<file path="src/sv/tlb2l_pkg.sv">
// Shared types and constants for the two-level translating TLB.
// Used by the channel interfaces and by the top level; depends on nothing.
package tlb2l_pkg;

    typedef logic [1:0] t_func;
    localparam t_func FUNC_LOOKUP = 2'd0;
    localparam t_func FUNC_FILL   = 2'd1;
    localparam t_func FUNC_FLUSH  = 2'd2;

    localparam int CFG_IDX_W  = 3;
    localparam int CFG_DATA_W = 17;

    typedef logic [CFG_IDX_W-1:0] t_cfg_idx;
    localparam t_cfg_idx CFG_PAGE_SIZE      = 3'd0;
    localparam t_cfg_idx CFG_LEVEL1_ROWS    = 3'd1;
    localparam t_cfg_idx CFG_LRU_MODE       = 3'd2;
    localparam t_cfg_idx CFG_ENTRIES_IN_USE = 3'd3;
    localparam t_cfg_idx CFG_ROOT_TABLE     = 3'd4;

    localparam int PSIZE_W   = 17;
    localparam int ROWS_W    = 13;
    localparam int ENTRIES_W = 5;
    localparam int ROOT_W    = 16;
    localparam int OFFSET_W  = 16;
    localparam int L2_W      = 12;
    localparam int AGE_W     = 32;
    localparam int DIV_W     = 17;

    localparam logic [PSIZE_W-1:0] PSIZE_MAX   = 17'd65536;
    localparam logic [PSIZE_W-1:0] PSIZE_RESET = 17'd64;
    localparam logic [ROWS_W-1:0]  ROWS_MAX    = 13'd4096;
    localparam logic [ROWS_W-1:0]  ROWS_RESET  = 13'd4;
    localparam logic [ENTRIES_W-1:0] ENTRIES_RESET = 5'd4;

endpackage

</file>
<file path="src/sv/tlb2l_if.sv">
// Request, response and configuration channels of the translating TLB.
// Depends on tlb2l_pkg for the operation type and configuration widths.
interface tlb2l_req_if
    import tlb2l_pkg::*;
#(
    parameter int ADDR_BITS  = 32,
    parameter int FRAME_BITS = 16
) ();
    logic                  valid;
    logic                  ready;
    t_func                 func;
    logic [ADDR_BITS-1:0]  logical_address;
    logic [FRAME_BITS-1:0] fill_frame;

    modport source (output valid, func, logical_address, fill_frame, input ready);
    modport sink   (input valid, func, logical_address, fill_frame, output ready);
endinterface

interface tlb2l_rsp_if
    import tlb2l_pkg::*;
#(
    parameter int ADDR_BITS  = 32,
    parameter int FRAME_BITS = 16
) ();
    logic                  valid;
    logic                  ready;
    logic                  hit;
    logic [FRAME_BITS-1:0] frame;
    logic [ADDR_BITS-1:0]  page_number;
    logic [OFFSET_W-1:0]   page_offset;
    logic [ADDR_BITS-1:0]  level1_index;
    logic [L2_W-1:0]       level2_index;
    logic [ROOT_W-1:0]     walk_root;

    modport source (output valid, hit, frame, page_number, page_offset, level1_index,
                    level2_index, walk_root, input ready);
    modport sink   (input valid, hit, frame, page_number, page_offset, level1_index,
                    level2_index, walk_root, output ready);
endinterface

interface tlb2l_cfg_if
    import tlb2l_pkg::*;
();
    logic                  valid;
    logic                  ready;
    logic [CFG_IDX_W-1:0]  index;
    logic [CFG_DATA_W-1:0] data;

    modport source (output valid, index, data, input ready);
    modport sink   (input valid, index, data, output ready);
endinterface

</file>
<file path="src/sv/tlb_two_level_translate_top.sv">
// Top level of the fully associative TLB with a two-level walk address split.
// Depends on tlb2l_pkg and on the channel interfaces in tlb2l_if.sv.
//
// Requests arrive on i_req (func, logical_address, fill_frame) and each one gives
// exactly one response on o_rsp. Registers are written on i_cfg, which is always
// ready; they are meant to change only while no request is in flight.
// One request is handled at a time. A single restoring divider, one quotient bit
// per cycle, splits the address by the page size, and on a lookup miss splits the
// page number by the row count. A sequential scan reads one entry per cycle from
// the entry memories to find the page, a free entry and the oldest entry.
// A lookup hit and a fill pass through the address division, the scan over the
// enabled entries and the decide step; a lookup miss then divides the page number
// in a second pass before the final step; a flush goes straight to the final step.
// A new request is taken in the idle state entered as the response is loaded; the response
// register holds the result while the receiver stalls, and a finished request
// waits in its last step until that register is free.
// Reset is synchronous. It clears all valid bits, the use counter and the FIFO
// pointer, empties the response register and restores the register defaults.
module tlb_two_level_translate_top
    import tlb2l_pkg::*;
#(
    parameter int TLB_DEPTH  = 16,
    parameter int ADDR_BITS  = 32,
    parameter int FRAME_BITS = 16
) (
    input  logic        i_clk,
    input  logic        i_rst_n,
    tlb2l_req_if.sink   i_req,
    tlb2l_rsp_if.source o_rsp,
    tlb2l_cfg_if.sink   i_cfg
);

    localparam int IDX_W   = (TLB_DEPTH > 1) ? $clog2(TLB_DEPTH) : 1;
    localparam int CNT_W   = $clog2(TLB_DEPTH + 1);
    localparam int DCNT_W  = $clog2(ADDR_BITS + 1);

    typedef enum logic [2:0] {S_IDLE, S_DIV, S_SCAN, S_DECIDE, S_DONE} t_state;

    typedef struct packed {
        logic                  hit;
        logic [FRAME_BITS-1:0] frame;
        logic [ADDR_BITS-1:0]  page_number;
        logic [OFFSET_W-1:0]   page_offset;
        logic [ADDR_BITS-1:0]  level1_index;
        logic [L2_W-1:0]       level2_index;
        logic [ROOT_W-1:0]     walk_root;
    } t_rsp;

    t_state r_state;

    logic [PSIZE_W-1:0]   r_page_size;
    logic [ROWS_W-1:0]    r_rows;
    logic                 r_lru_mode;
    logic [ENTRIES_W-1:0] r_entries;
    logic [ROOT_W-1:0]    r_root_table;

    t_func                 r_func;
    logic [FRAME_BITS-1:0] r_fill_frame;
    logic [ADDR_BITS-1:0]  r_page;
    logic [OFFSET_W-1:0]   r_offset;

    logic [ADDR_BITS-1:0] r_quo;
    logic [DIV_W-1:0]     r_rem;
    logic [DIV_W-1:0]     r_divisor;
    logic [DCNT_W-1:0]    r_div_cnt;
    logic                 r_div_second;

    logic [TLB_DEPTH-1:0] r_valid;
    logic [IDX_W-1:0]     r_fifo_ptr;
    logic [AGE_W-1:0]     r_use_cnt;

    logic [CNT_W-1:0]      r_idx;
    logic                  r_cmp_vld;
    logic [IDX_W-1:0]      r_cmp_idx;
    logic                  r_found;
    logic [IDX_W-1:0]      r_hit_idx;
    logic [FRAME_BITS-1:0] r_hit_frame;
    logic                  r_free_found;
    logic [IDX_W-1:0]      r_free_idx;
    logic [AGE_W-1:0]      r_min_age;
    logic [IDX_W-1:0]      r_min_idx;

    logic [ADDR_BITS-1:0]  mem_page  [TLB_DEPTH];
    logic [FRAME_BITS-1:0] mem_frame [TLB_DEPTH];
    logic [AGE_W-1:0]      mem_age   [TLB_DEPTH];
    logic [ADDR_BITS-1:0]  r_page_rd;
    logic [FRAME_BITS-1:0] r_frame_rd;
    logic [AGE_W-1:0]      r_age_rd;

    t_rsp r_res;
    t_rsp r_out;
    logic r_out_vld;

    logic [CNT_W-1:0]      w_n;
    logic [PSIZE_W-1:0]    w_psize;
    logic [ROWS_W-1:0]     w_rows;
    logic [DIV_W:0]        w_rem_sh;
    logic [DIV_W:0]        w_diff;
    logic                  w_ge;
    logic [DIV_W-1:0]      w_rem_nx;
    logic [ADDR_BITS-1:0]  w_quo_nx;
    logic                  w_cmp_valid;
    logic                  w_cmp_match;
    logic [IDX_W-1:0]      w_fifo_best;
    logic [CNT_W-1:0]      w_fifo_best_p1;
    logic [IDX_W-1:0]      w_victim;
    logic                  w_wr_en;
    logic [IDX_W-1:0]      w_wr_idx;
    logic [FRAME_BITS-1:0] w_wr_frame;
    logic                  w_req_acc;
    logic                  w_out_free;

    always_comb begin
        if (r_entries == '0) begin
            w_n = CNT_W'(1);
        end else if (32'(r_entries) > TLB_DEPTH) begin
            w_n = CNT_W'(TLB_DEPTH);
        end else begin
            w_n = CNT_W'(r_entries);
        end
        if (r_page_size == '0) begin
            w_psize = PSIZE_W'(1);
        end else if (r_page_size > PSIZE_MAX) begin
            w_psize = PSIZE_MAX;
        end else begin
            w_psize = r_page_size;
        end
        if (r_rows == '0) begin
            w_rows = ROWS_W'(1);
        end else if (r_rows > ROWS_MAX) begin
            w_rows = ROWS_MAX;
        end else begin
            w_rows = r_rows;
        end
    end

    assign w_rem_sh = {r_rem, r_quo[ADDR_BITS-1]};
    assign w_diff   = w_rem_sh - {1'b0, r_divisor};
    assign w_ge     = !w_diff[DIV_W];
    assign w_rem_nx = w_ge ? w_diff[DIV_W-1:0] : w_rem_sh[DIV_W-1:0];
    assign w_quo_nx = {r_quo[ADDR_BITS-2:0], w_ge};

    assign w_cmp_valid = r_valid[r_cmp_idx];
    assign w_cmp_match = w_cmp_valid && (r_page_rd == r_page);

    assign w_fifo_best    = (CNT_W'(r_fifo_ptr) < w_n) ? r_fifo_ptr : '0;
    assign w_fifo_best_p1 = CNT_W'(w_fifo_best) + CNT_W'(1);
    assign w_victim       = r_lru_mode ? r_min_idx : w_fifo_best;

    always_comb begin
        w_wr_en = (r_state == S_DECIDE) &&
                  ((r_func == FUNC_LOOKUP && r_found) || r_func == FUNC_FILL);
        if (r_found) begin
            w_wr_idx = r_hit_idx;
        end else if (r_free_found) begin
            w_wr_idx = r_free_idx;
        end else begin
            w_wr_idx = w_victim;
        end
        w_wr_frame = (r_func == FUNC_LOOKUP) ? r_hit_frame : r_fill_frame;
    end

    assign w_req_acc  = i_req.valid && i_req.ready;
    assign w_out_free = !r_out_vld || o_rsp.ready;

    assign i_req.ready = (r_state == S_IDLE);
    assign i_cfg.ready = 1'b1;

    assign o_rsp.valid        = r_out_vld;
    assign o_rsp.hit          = r_out.hit;
    assign o_rsp.frame        = r_out.frame;
    assign o_rsp.page_number  = r_out.page_number;
    assign o_rsp.page_offset  = r_out.page_offset;
    assign o_rsp.level1_index = r_out.level1_index;
    assign o_rsp.level2_index = r_out.level2_index;
    assign o_rsp.walk_root    = r_out.walk_root;

    always_ff @(posedge i_clk) begin
        if (w_wr_en) begin
            mem_page[w_wr_idx]  <= r_page;
            mem_frame[w_wr_idx] <= w_wr_frame;
            mem_age[w_wr_idx]   <= r_use_cnt;
        end
        r_page_rd  <= mem_page[r_idx[IDX_W-1:0]];
        r_frame_rd <= mem_frame[r_idx[IDX_W-1:0]];
        r_age_rd   <= mem_age[r_idx[IDX_W-1:0]];
    end

    always_ff @(posedge i_clk) begin
        if (!i_rst_n) begin
            r_state      <= S_IDLE;
            r_page_size  <= PSIZE_RESET;
            r_rows       <= ROWS_RESET;
            r_lru_mode   <= 1'b0;
            r_entries    <= ENTRIES_RESET;
            r_root_table <= '0;
            r_valid      <= '0;
            r_fifo_ptr   <= '0;
            r_use_cnt    <= '0;
            r_out_vld    <= 1'b0;
            r_cmp_vld    <= 1'b0;
        end else begin
            if (i_cfg.valid && i_cfg.ready) begin
                unique case (i_cfg.index)
                    CFG_PAGE_SIZE:      r_page_size  <= i_cfg.data[PSIZE_W-1:0];
                    CFG_LEVEL1_ROWS:    r_rows       <= i_cfg.data[ROWS_W-1:0];
                    CFG_LRU_MODE:       r_lru_mode   <= i_cfg.data[0];
                    CFG_ENTRIES_IN_USE: r_entries    <= i_cfg.data[ENTRIES_W-1:0];
                    CFG_ROOT_TABLE:     r_root_table <= i_cfg.data[ROOT_W-1:0];
                    default: ;
                endcase
            end

            if (r_out_vld && o_rsp.ready && r_state != S_DONE) begin
                r_out_vld <= 1'b0;
            end

            unique case (r_state)
                S_IDLE: begin
                    if (w_req_acc) begin
                        r_func       <= i_req.func;
                        r_fill_frame <= i_req.fill_frame;
                        r_res        <= '0;
                        r_quo        <= i_req.logical_address;
                        r_rem        <= '0;
                        r_divisor    <= DIV_W'(w_psize);
                        r_div_cnt    <= DCNT_W'(ADDR_BITS);
                        r_div_second <= 1'b0;
                        if (i_req.func == FUNC_LOOKUP || i_req.func == FUNC_FILL) begin
                            r_state <= S_DIV;
                        end else begin
                            if (i_req.func == FUNC_FLUSH) begin
                                r_valid    <= '0;
                                r_fifo_ptr <= '0;
                            end
                            r_state <= S_DONE;
                        end
                    end
                end
                S_DIV: begin
                    r_quo     <= w_quo_nx;
                    r_rem     <= w_rem_nx;
                    r_div_cnt <= r_div_cnt - DCNT_W'(1);
                    if (r_div_cnt == DCNT_W'(1)) begin
                        if (r_div_second) begin
                            r_res.level1_index <= w_quo_nx;
                            r_res.level2_index <= w_rem_nx[L2_W-1:0];
                            r_state            <= S_DONE;
                        end else begin
                            r_page       <= w_quo_nx;
                            r_offset     <= w_rem_nx[OFFSET_W-1:0];
                            r_idx        <= '0;
                            r_cmp_vld    <= 1'b0;
                            r_found      <= 1'b0;
                            r_free_found <= 1'b0;
                            r_state      <= S_SCAN;
                        end
                    end
                end
                S_SCAN: begin
                    if (r_idx < w_n) begin
                        r_idx     <= r_idx + CNT_W'(1);
                        r_cmp_vld <= 1'b1;
                        r_cmp_idx <= r_idx[IDX_W-1:0];
                    end else begin
                        r_cmp_vld <= 1'b0;
                        r_state   <= S_DECIDE;
                    end
                    if (r_cmp_vld) begin
                        if (w_cmp_match && !r_found) begin
                            r_found     <= 1'b1;
                            r_hit_idx   <= r_cmp_idx;
                            r_hit_frame <= r_frame_rd;
                        end
                        if (!w_cmp_valid && !r_free_found) begin
                            r_free_found <= 1'b1;
                            r_free_idx   <= r_cmp_idx;
                        end
                        if (r_cmp_idx == '0 || r_age_rd < r_min_age) begin
                            r_min_age <= r_age_rd;
                            r_min_idx <= r_cmp_idx;
                        end
                    end
                end
                S_DECIDE: begin
                    if (r_func == FUNC_LOOKUP) begin
                        r_res.page_number <= r_page;
                        r_res.page_offset <= r_offset;
                        if (r_found) begin
                            r_res.hit   <= 1'b1;
                            r_res.frame <= r_hit_frame;
                            r_use_cnt   <= r_use_cnt + AGE_W'(1);
                            r_state     <= S_DONE;
                        end else begin
                            r_res.walk_root <= r_root_table;
                            r_quo           <= r_page;
                            r_rem           <= '0;
                            r_divisor       <= DIV_W'(w_rows);
                            r_div_cnt       <= DCNT_W'(ADDR_BITS);
                            r_div_second    <= 1'b1;
                            r_state         <= S_DIV;
                        end
                    end else begin
                        r_valid[w_wr_idx] <= 1'b1;
                        r_use_cnt         <= r_use_cnt + AGE_W'(1);
                        if (!r_found && !r_free_found && !r_lru_mode) begin
                            r_fifo_ptr <= (w_fifo_best_p1 < w_n) ?
                                          w_fifo_best_p1[IDX_W-1:0] : '0;
                        end
                        r_state <= S_DONE;
                    end
                end
                S_DONE: begin
                    if (w_out_free) begin
                        r_out     <= r_res;
                        r_out_vld <= 1'b1;
                        r_state   <= S_IDLE;
                    end
                end
                default: r_state <= S_IDLE;
            endcase
        end
    end

    a_div_rem_bound: assert property (@(posedge i_clk) disable iff (!i_rst_n)
        (r_state == S_DIV) |-> (r_rem < r_divisor))
        else $error("divider remainder reached the divisor");

    a_hit_enabled: assert property (@(posedge i_clk) disable iff (!i_rst_n)
        (r_state == S_DECIDE && r_found) |-> (CNT_W'(r_hit_idx) < w_n))
        else $error("matching entry lies outside the enabled entries");

    a_rsp_from_done: assert property (@(posedge i_clk) disable iff (!i_rst_n)
        $rose(r_out_vld) |-> $past(r_state == S_DONE))
        else $error("response loaded outside the final step");

endmodule
</file>
<file path="src/flat_wrapper.sv">
// flat-port wrapper written by rule: the top's interface ports become plain ports
module tlb_two_level_translate_top_flat import tlb2l_pkg::*;
#(
    parameter int TLB_DEPTH  = 16,
    parameter int ADDR_BITS  = 32,
    parameter int FRAME_BITS = 16
)
  (i_clk, i_rst_n, i_req_valid, i_req_func, i_req_logical_address, i_req_fill_frame, i_req_ready, o_rsp_valid, o_rsp_hit, o_rsp_frame, o_rsp_page_number, o_rsp_page_offset, o_rsp_level1_index, o_rsp_level2_index, o_rsp_walk_root, o_rsp_ready, i_cfg_valid, i_cfg_index, i_cfg_data, i_cfg_ready);
  tlb2l_req_if #(.ADDR_BITS(ADDR_BITS), .FRAME_BITS(FRAME_BITS)) i_req_i ();
  tlb2l_rsp_if #(.ADDR_BITS(ADDR_BITS), .FRAME_BITS(FRAME_BITS)) o_rsp_i ();
  tlb2l_cfg_if i_cfg_i ();
  input  logic i_clk;
  input  logic i_rst_n;
  input wire logic [$bits(i_req_i.valid)-1:0] i_req_valid;
  input wire logic [$bits(i_req_i.func)-1:0] i_req_func;
  input wire logic [$bits(i_req_i.logical_address)-1:0] i_req_logical_address;
  input wire logic [$bits(i_req_i.fill_frame)-1:0] i_req_fill_frame;
  output wire logic [$bits(i_req_i.ready)-1:0] i_req_ready;
  output wire logic [$bits(o_rsp_i.valid)-1:0] o_rsp_valid;
  output wire logic [$bits(o_rsp_i.hit)-1:0] o_rsp_hit;
  output wire logic [$bits(o_rsp_i.frame)-1:0] o_rsp_frame;
  output wire logic [$bits(o_rsp_i.page_number)-1:0] o_rsp_page_number;
  output wire logic [$bits(o_rsp_i.page_offset)-1:0] o_rsp_page_offset;
  output wire logic [$bits(o_rsp_i.level1_index)-1:0] o_rsp_level1_index;
  output wire logic [$bits(o_rsp_i.level2_index)-1:0] o_rsp_level2_index;
  output wire logic [$bits(o_rsp_i.walk_root)-1:0] o_rsp_walk_root;
  input wire logic [$bits(o_rsp_i.ready)-1:0] o_rsp_ready;
  input wire logic [$bits(i_cfg_i.valid)-1:0] i_cfg_valid;
  input wire logic [$bits(i_cfg_i.index)-1:0] i_cfg_index;
  input wire logic [$bits(i_cfg_i.data)-1:0] i_cfg_data;
  output wire logic [$bits(i_cfg_i.ready)-1:0] i_cfg_ready;
  assign i_req_i.valid = i_req_valid;
  assign i_req_i.func = i_req_func;
  assign i_req_i.logical_address = i_req_logical_address;
  assign i_req_i.fill_frame = i_req_fill_frame;
  assign i_req_ready = i_req_i.ready;
  assign o_rsp_valid = o_rsp_i.valid;
  assign o_rsp_hit = o_rsp_i.hit;
  assign o_rsp_frame = o_rsp_i.frame;
  assign o_rsp_page_number = o_rsp_i.page_number;
  assign o_rsp_page_offset = o_rsp_i.page_offset;
  assign o_rsp_level1_index = o_rsp_i.level1_index;
  assign o_rsp_level2_index = o_rsp_i.level2_index;
  assign o_rsp_walk_root = o_rsp_i.walk_root;
  assign o_rsp_i.ready = o_rsp_ready;
  assign i_cfg_i.valid = i_cfg_valid;
  assign i_cfg_i.index = i_cfg_index;
  assign i_cfg_i.data = i_cfg_data;
  assign i_cfg_ready = i_cfg_i.ready;
  tlb_two_level_translate_top #(.TLB_DEPTH(TLB_DEPTH), .ADDR_BITS(ADDR_BITS), .FRAME_BITS(FRAME_BITS)) u_core (.i_clk(i_clk), .i_rst_n(i_rst_n), .i_req(i_req_i), .o_rsp(o_rsp_i), .i_cfg(i_cfg_i));
endmodule
</file>
<file path="config.mk">
export PLATFORM = sky130hd
export DESIGN_NAME = tlb_two_level_translate_top_flat
export DESIGN_NICKNAME = d
export VERILOG_FILES = /design/src/sv/tlb2l_pkg.sv /design/src/sv/tlb2l_if.sv /design/src/sv/tlb_two_level_translate_top.sv /design/src/flat_wrapper.sv
export SDC_FILE = /design/constraint.sdc
export NUM_CORES = 2
export LEC_CHECK = 0
export ABC_AREA = 1
export BUFFER_PORTS_ARGS = -buffer_cell sky130_fd_sc_hd__buf_4
export CORE_MARGIN = 3
export CORE_UTILIZATION = 45
export DETAILED_ROUTE_END_ITERATION = 12
export MAX_ROUTING_LAYER = met4
export PLACE_DENSITY = 0.69
export SLEW_MARGIN = 5
export SYNTH_ARGS = -nofsm -noshare
export SYNTH_HDL_FRONTEND = slang
export SYNTH_SLANG_ARGS = --single-unit
</file>
<file path="constraint.sdc">
create_clock -name i_clk -period 10.6 [get_ports i_clk]
set_input_delay 1.59 -clock i_clk [delete_from_list [all_inputs] [get_ports i_clk]]
set_output_delay 1.59 -clock i_clk [all_outputs]
set_load 0.03 [all_outputs]
</file>
==> flow_metrics.env <==
export IMPL_cp_data_arrival_time_ps=5190
export IMPL_crit_family="simple AND/OR/NAND/NOR gates"
export IMPL_die_x_um=413
export IMPL_status="finished, final reports clean"
export IMPL_placedCellCount=7702
export IMPL_pin_count=203
export IMPL_synth_top_area_cell="edfxtp_1"
export IMPL_vdd_ir_drop_max_v=0.000173
export IMPL_hpwl_mm=94.2
export IMPL_numCtsBuffers=184
export IMPL_cp_slowest_cell="buf_4"
export IMPL_crit_path_frequent_cell="nand2_1"
export IMPL_worst_pin_slew_ps=1180
export IMPL_synth_top_area_share_pct=70.1
export IMPL_synth_cells=5530
export IMPL_cp_start_kind="register"
export IMPL_finalMaxSlewViolations=0
export IMPL_ys_top_cells_by_area="edfxtp_1 70%, dfxtp_1 5.1%, nor2_1 5.0%"
export IMPL_io_buffer_count=201
export IMPL_fin_setup_tns_ps=0
export IMPL_path_clk_slew_ps=60
export IMPL_maxSlewHeadroom_pct=21.6
export IMPL_drc=0
export IMPL_worst_hold_path_type="register to register"
export IMPL_ys_types=56
export IMPL_grt_pass1_vias=44100
export IMPL_avgSynthCellArea_um2=13.5
export IMPL_critPathMaxFanout=54
export IMPL_instances_no_fill=8054
export IMPL_synth_area_um2=74500
export IMPL_r2r_end="u_core.mem_page[5][3]$_DFFE_PP_"
export IMPL_fin_worst_skew_ps=30.8
export IMPL_clockRootBuffer="clkbuf_16"
export IMPL_postCtsResizedCells=0
export IMPL_period_share_pct=45.1
export IMPL_initial_core_util_pct=45.5
export IMPL_ys_warn_count=0
export IMPL_synth_top_flop_cell="edfxtp_1"
export IMPL_hold_depth=0
export IMPL_pre_cts_slack_ps=5820
export IMPL_viasPerCell=5.61
export IMPL_grt_pass1_wl_mm=264
export IMPL_critical_path_class="register to register"
export IMPL_vias=45200
export IMPL_place_congestion=0.884
export IMPL_synthArstFlopShare_pct=0
export IMPL_synth_seq_area_share_pct=75.2
export IMPL_crit_required_ps=11010
export IMPL_wl_met2_mm=84.3
export IMPL_die_y_um=413
export IMPL_r2r_slack_ps=5820
export IMPL_area_growth_pct=13.3
export IMPL_ys_ff_latch=1929
export IMPL_drive_above_1_share_pct=10.5
export IMPL_antenna_found_initial=3
export IMPL_htree_levels=4
export IMPL_rows=148
export IMPL_setup_viol=0
export IMPL_reg2reg_from="u_core.r_entries[3]$_SDFFE_PN0P_"
export IMPL_p_leak_nw=30.0
export IMPL_dr_pass1_iters=6
export IMPL_min_from="u_core.r_frame_rd[5]$_DFF_P_"
export IMPL_dr_first_iter_drc_count=4991
export IMPL_drv_cap=0
export IMPL_synth_edf_count=1740
export IMPL_wl_met1_mm=73.9
export IMPL_route_top_layer_used="met4"
export IMPL_worst_r2r_path_depth=17
export IMPL_holdPathEnd="u_core.r_hit_frame[5]$_DFFE_PP_"
export IMPL_grt_overflow=0
export IMPL_finalWorstSetupSlack_ps=5820
export IMPL_p_per_area_nw_per_um2=210
export IMPL_avgRoutedWirePerCell_um=21.6
export IMPL_die_area_um2=170000
export IMPL_clock_fmax_ghz=0.209
export IMPL_max_stage_delay_ps=970
export IMPL_fin_crit_ps=4780
export IMPL_post_cts_buffers=0
export IMPL_ant_nets=0
export IMPL_layout_nets=5853
export IMPL_rsz0062_at_grt="false"
export IMPL_finalWirelength_mm=174
export IMPL_clk_latency_ps=820
export IMPL_gr_usage_all_layers_pct=20.7
export IMPL_num_fill_cells=13500
export IMPL_cp_end_kind="register"
export IMPL_core_um2=164000
export IMPL_cts_tree="yes"
export IMPL_wl_met3_mm=12.4
export IMPL_grt_start_max_net_pins=233
export IMPL_cts_path_max_buffers=3
export IMPL_hold_viol_final=0
export IMPL_crit_chain="nor2_1 -> nand2_1 -> nand2_1 -> nand2_1 -> ha_1 -> inv_1 -> nor2_1 -> a21oi_1 -> nand3_1 -> nand2_1 -> nand2_1 -> nand2_1 -> nand2_1 -> nor2_1 -> nand2_1 -> nor2_4 -> buf_4"
export IMPL_critPathBufInv=2
export IMPL_syn_num_nets=5670
export IMPL_cts_sinks=1929
export IMPL_postCtsHoldBufs=0
-- worst max path at each step --
stage / startpoint / to / depth (start not counted)
global route: u_core.r_entries[3]$_SDFFE_PN0P_ / u_core.mem_page[5][13]$_DFFE_PP_ / 17
CTS: u_core.r_entries[3]$_SDFFE_PN0P_ / u_core.mem_page[5][3]$_DFFE_PP_ / 17
floorplan: u_core.r_entries[4]$_SDFFE_PN0P_ / u_core.mem_age[13][0]$_DFFE_PP_ / 11
finish: u_core.r_entries[3]$_SDFFE_PN0P_ / u_core.mem_page[5][3]$_DFFE_PP_ / 17
detailed placement: u_core.r_entries[3]$_SDFFE_PN0P_ / u_core.mem_page[5][3]$_DFFE_PP_ / 17
global placement: u_core.r_entries[1]$_SDFFE_PN0P_ / u_core.mem_frame[5][9]$_DFFE_PP_ / 17
-- layout make-up --
type	count	area (um2)	area share, %
flip-flops and latches	1929	56000	66.3
multi-input cells	2973	16300	19.3
clock buffers	264	5140	6.08
well taps	2175	2720	3.22
repair buffers	290	2230	2.64
inverters	335	1270	1.51
clock inverters	85	786	0.930
diodes	3	7.51	0.00889
-- stage by stage --
stage | util [%] | hold WS [ps] | power (mW) | area [um2]
2_1_floorplan | - | 386 | 10.7 | 74500
3_3_place_gp | 48.0 | 386 | 11.5 | 78500
3_5_place_dp | 48.0 | 391 | 11.5 | 78500
4_1_cts | 51.6 | 405 | 17.9 | 84400
5_1_grt | 51.6 | 411 | 18.5 | 84500
6_report | 51.6 | 402 | 17.8 | 84500
-- layer usage --
metal  global-route usage, %  vias up
met5                       -        -
met4                    5.28        0
met3                    3.20      247
met2                    32.7     1730
met1                    28.3    22500
li1                        -    20700
-- flip-flops by register name, summed over array words and instances (netlist names), 32 cells and up --
register	count
u_core.r_quo	32
u_core.r_use_cnt	32
u_core.r_min_age	32
u_core.r_page_rd	32
u_core.mem_frame	256
u_core.r_age_rd	32
u_core.r_page	32
u_core.r_res	125
u_core.o_rsp.page_number	32
u_core.mem_page	512
u_core.o_rsp.level1_index	32
u_core.mem_age	512
-- cell families after synthesis --
kind of cell / Yosys count / share of synthesized area, %
multiplexers: 130 / 1.75
XOR/XNOR: 35 / 0.411
other: 1 / 0.00503
AND/OR/NAND/NOR: 1731 / 9.50
buffers and inverters: 628 / 3.23
adder cells (fa/ha/maj): 65 / 1.10
AO/OA/AOI/OAI: 1011 / 8.80
flip-flops: 1929 / 75.2
-- Yosys cell counts, drive strengths merged (3+ instances only) --
cell    number
nor3        31
inv        332
nand3b       5
ha          64
nand3      202
clkinv       3
nand4       32
a211o       31
xnor2       17
or2         13
o22ai        4
o32ai      190
and2         4
clkbuf     239
a21oi      145
o21a         7
and3         3
xor2        18
edfxtp    1740
a21o         4
dfxtp      189
o221ai     132
nor4        29
nor2       991
o211ai      33
o21ai      446
mux2i      130
a21boi       3
buf         54
nand2      419
a211oi       4
o21bai       3
-- report_power, final --
part | switching, mW | internal [mW] | leakage [nW] | total (mW)
logic | 1.60 | 0.699 | 9.01 | 2.30
registers | 0.210 | 8.87 | 18.1 | 9.08
clock network | 2.78 | 3.61 | 2.88 | 6.39
total | 4.59 | 13.2 | 30.0 | 17.8
-- cell usage in the layout, fill, tap and decap left out, drive strengths merged, types with 3 or more instances in the layout --
cell type	Yosys	routed
or2	13	13
and3	3	3
clkinv	3	64
o22ai	4	4
nand3	202	202
diode	0	3
edfxtp	1740	1740
inv	332	341
o221ai	132	132
nor2	991	991
nand4	32	32
nor3	31	31
o211ai	33	33
o21bai	3	3
a211oi	4	4
nand3b	5	5
mux2i	130	130
o32ai	190	190
ha	64	64
xnor2	17	17
clkbuf	239	264
o21ai	446	446
nor4	29	29
clkinvlp	0	6
a211o	31	31
bufinv	0	9
and2	4	4
nand2	419	419
dfxtp	189	189
xor2	18	18
a21boi	3	3
a21oi	145	145
o21a	7	7
a21o	4	4
buf	54	290
No activity file was read; power rests on OpenSTA's default activity.
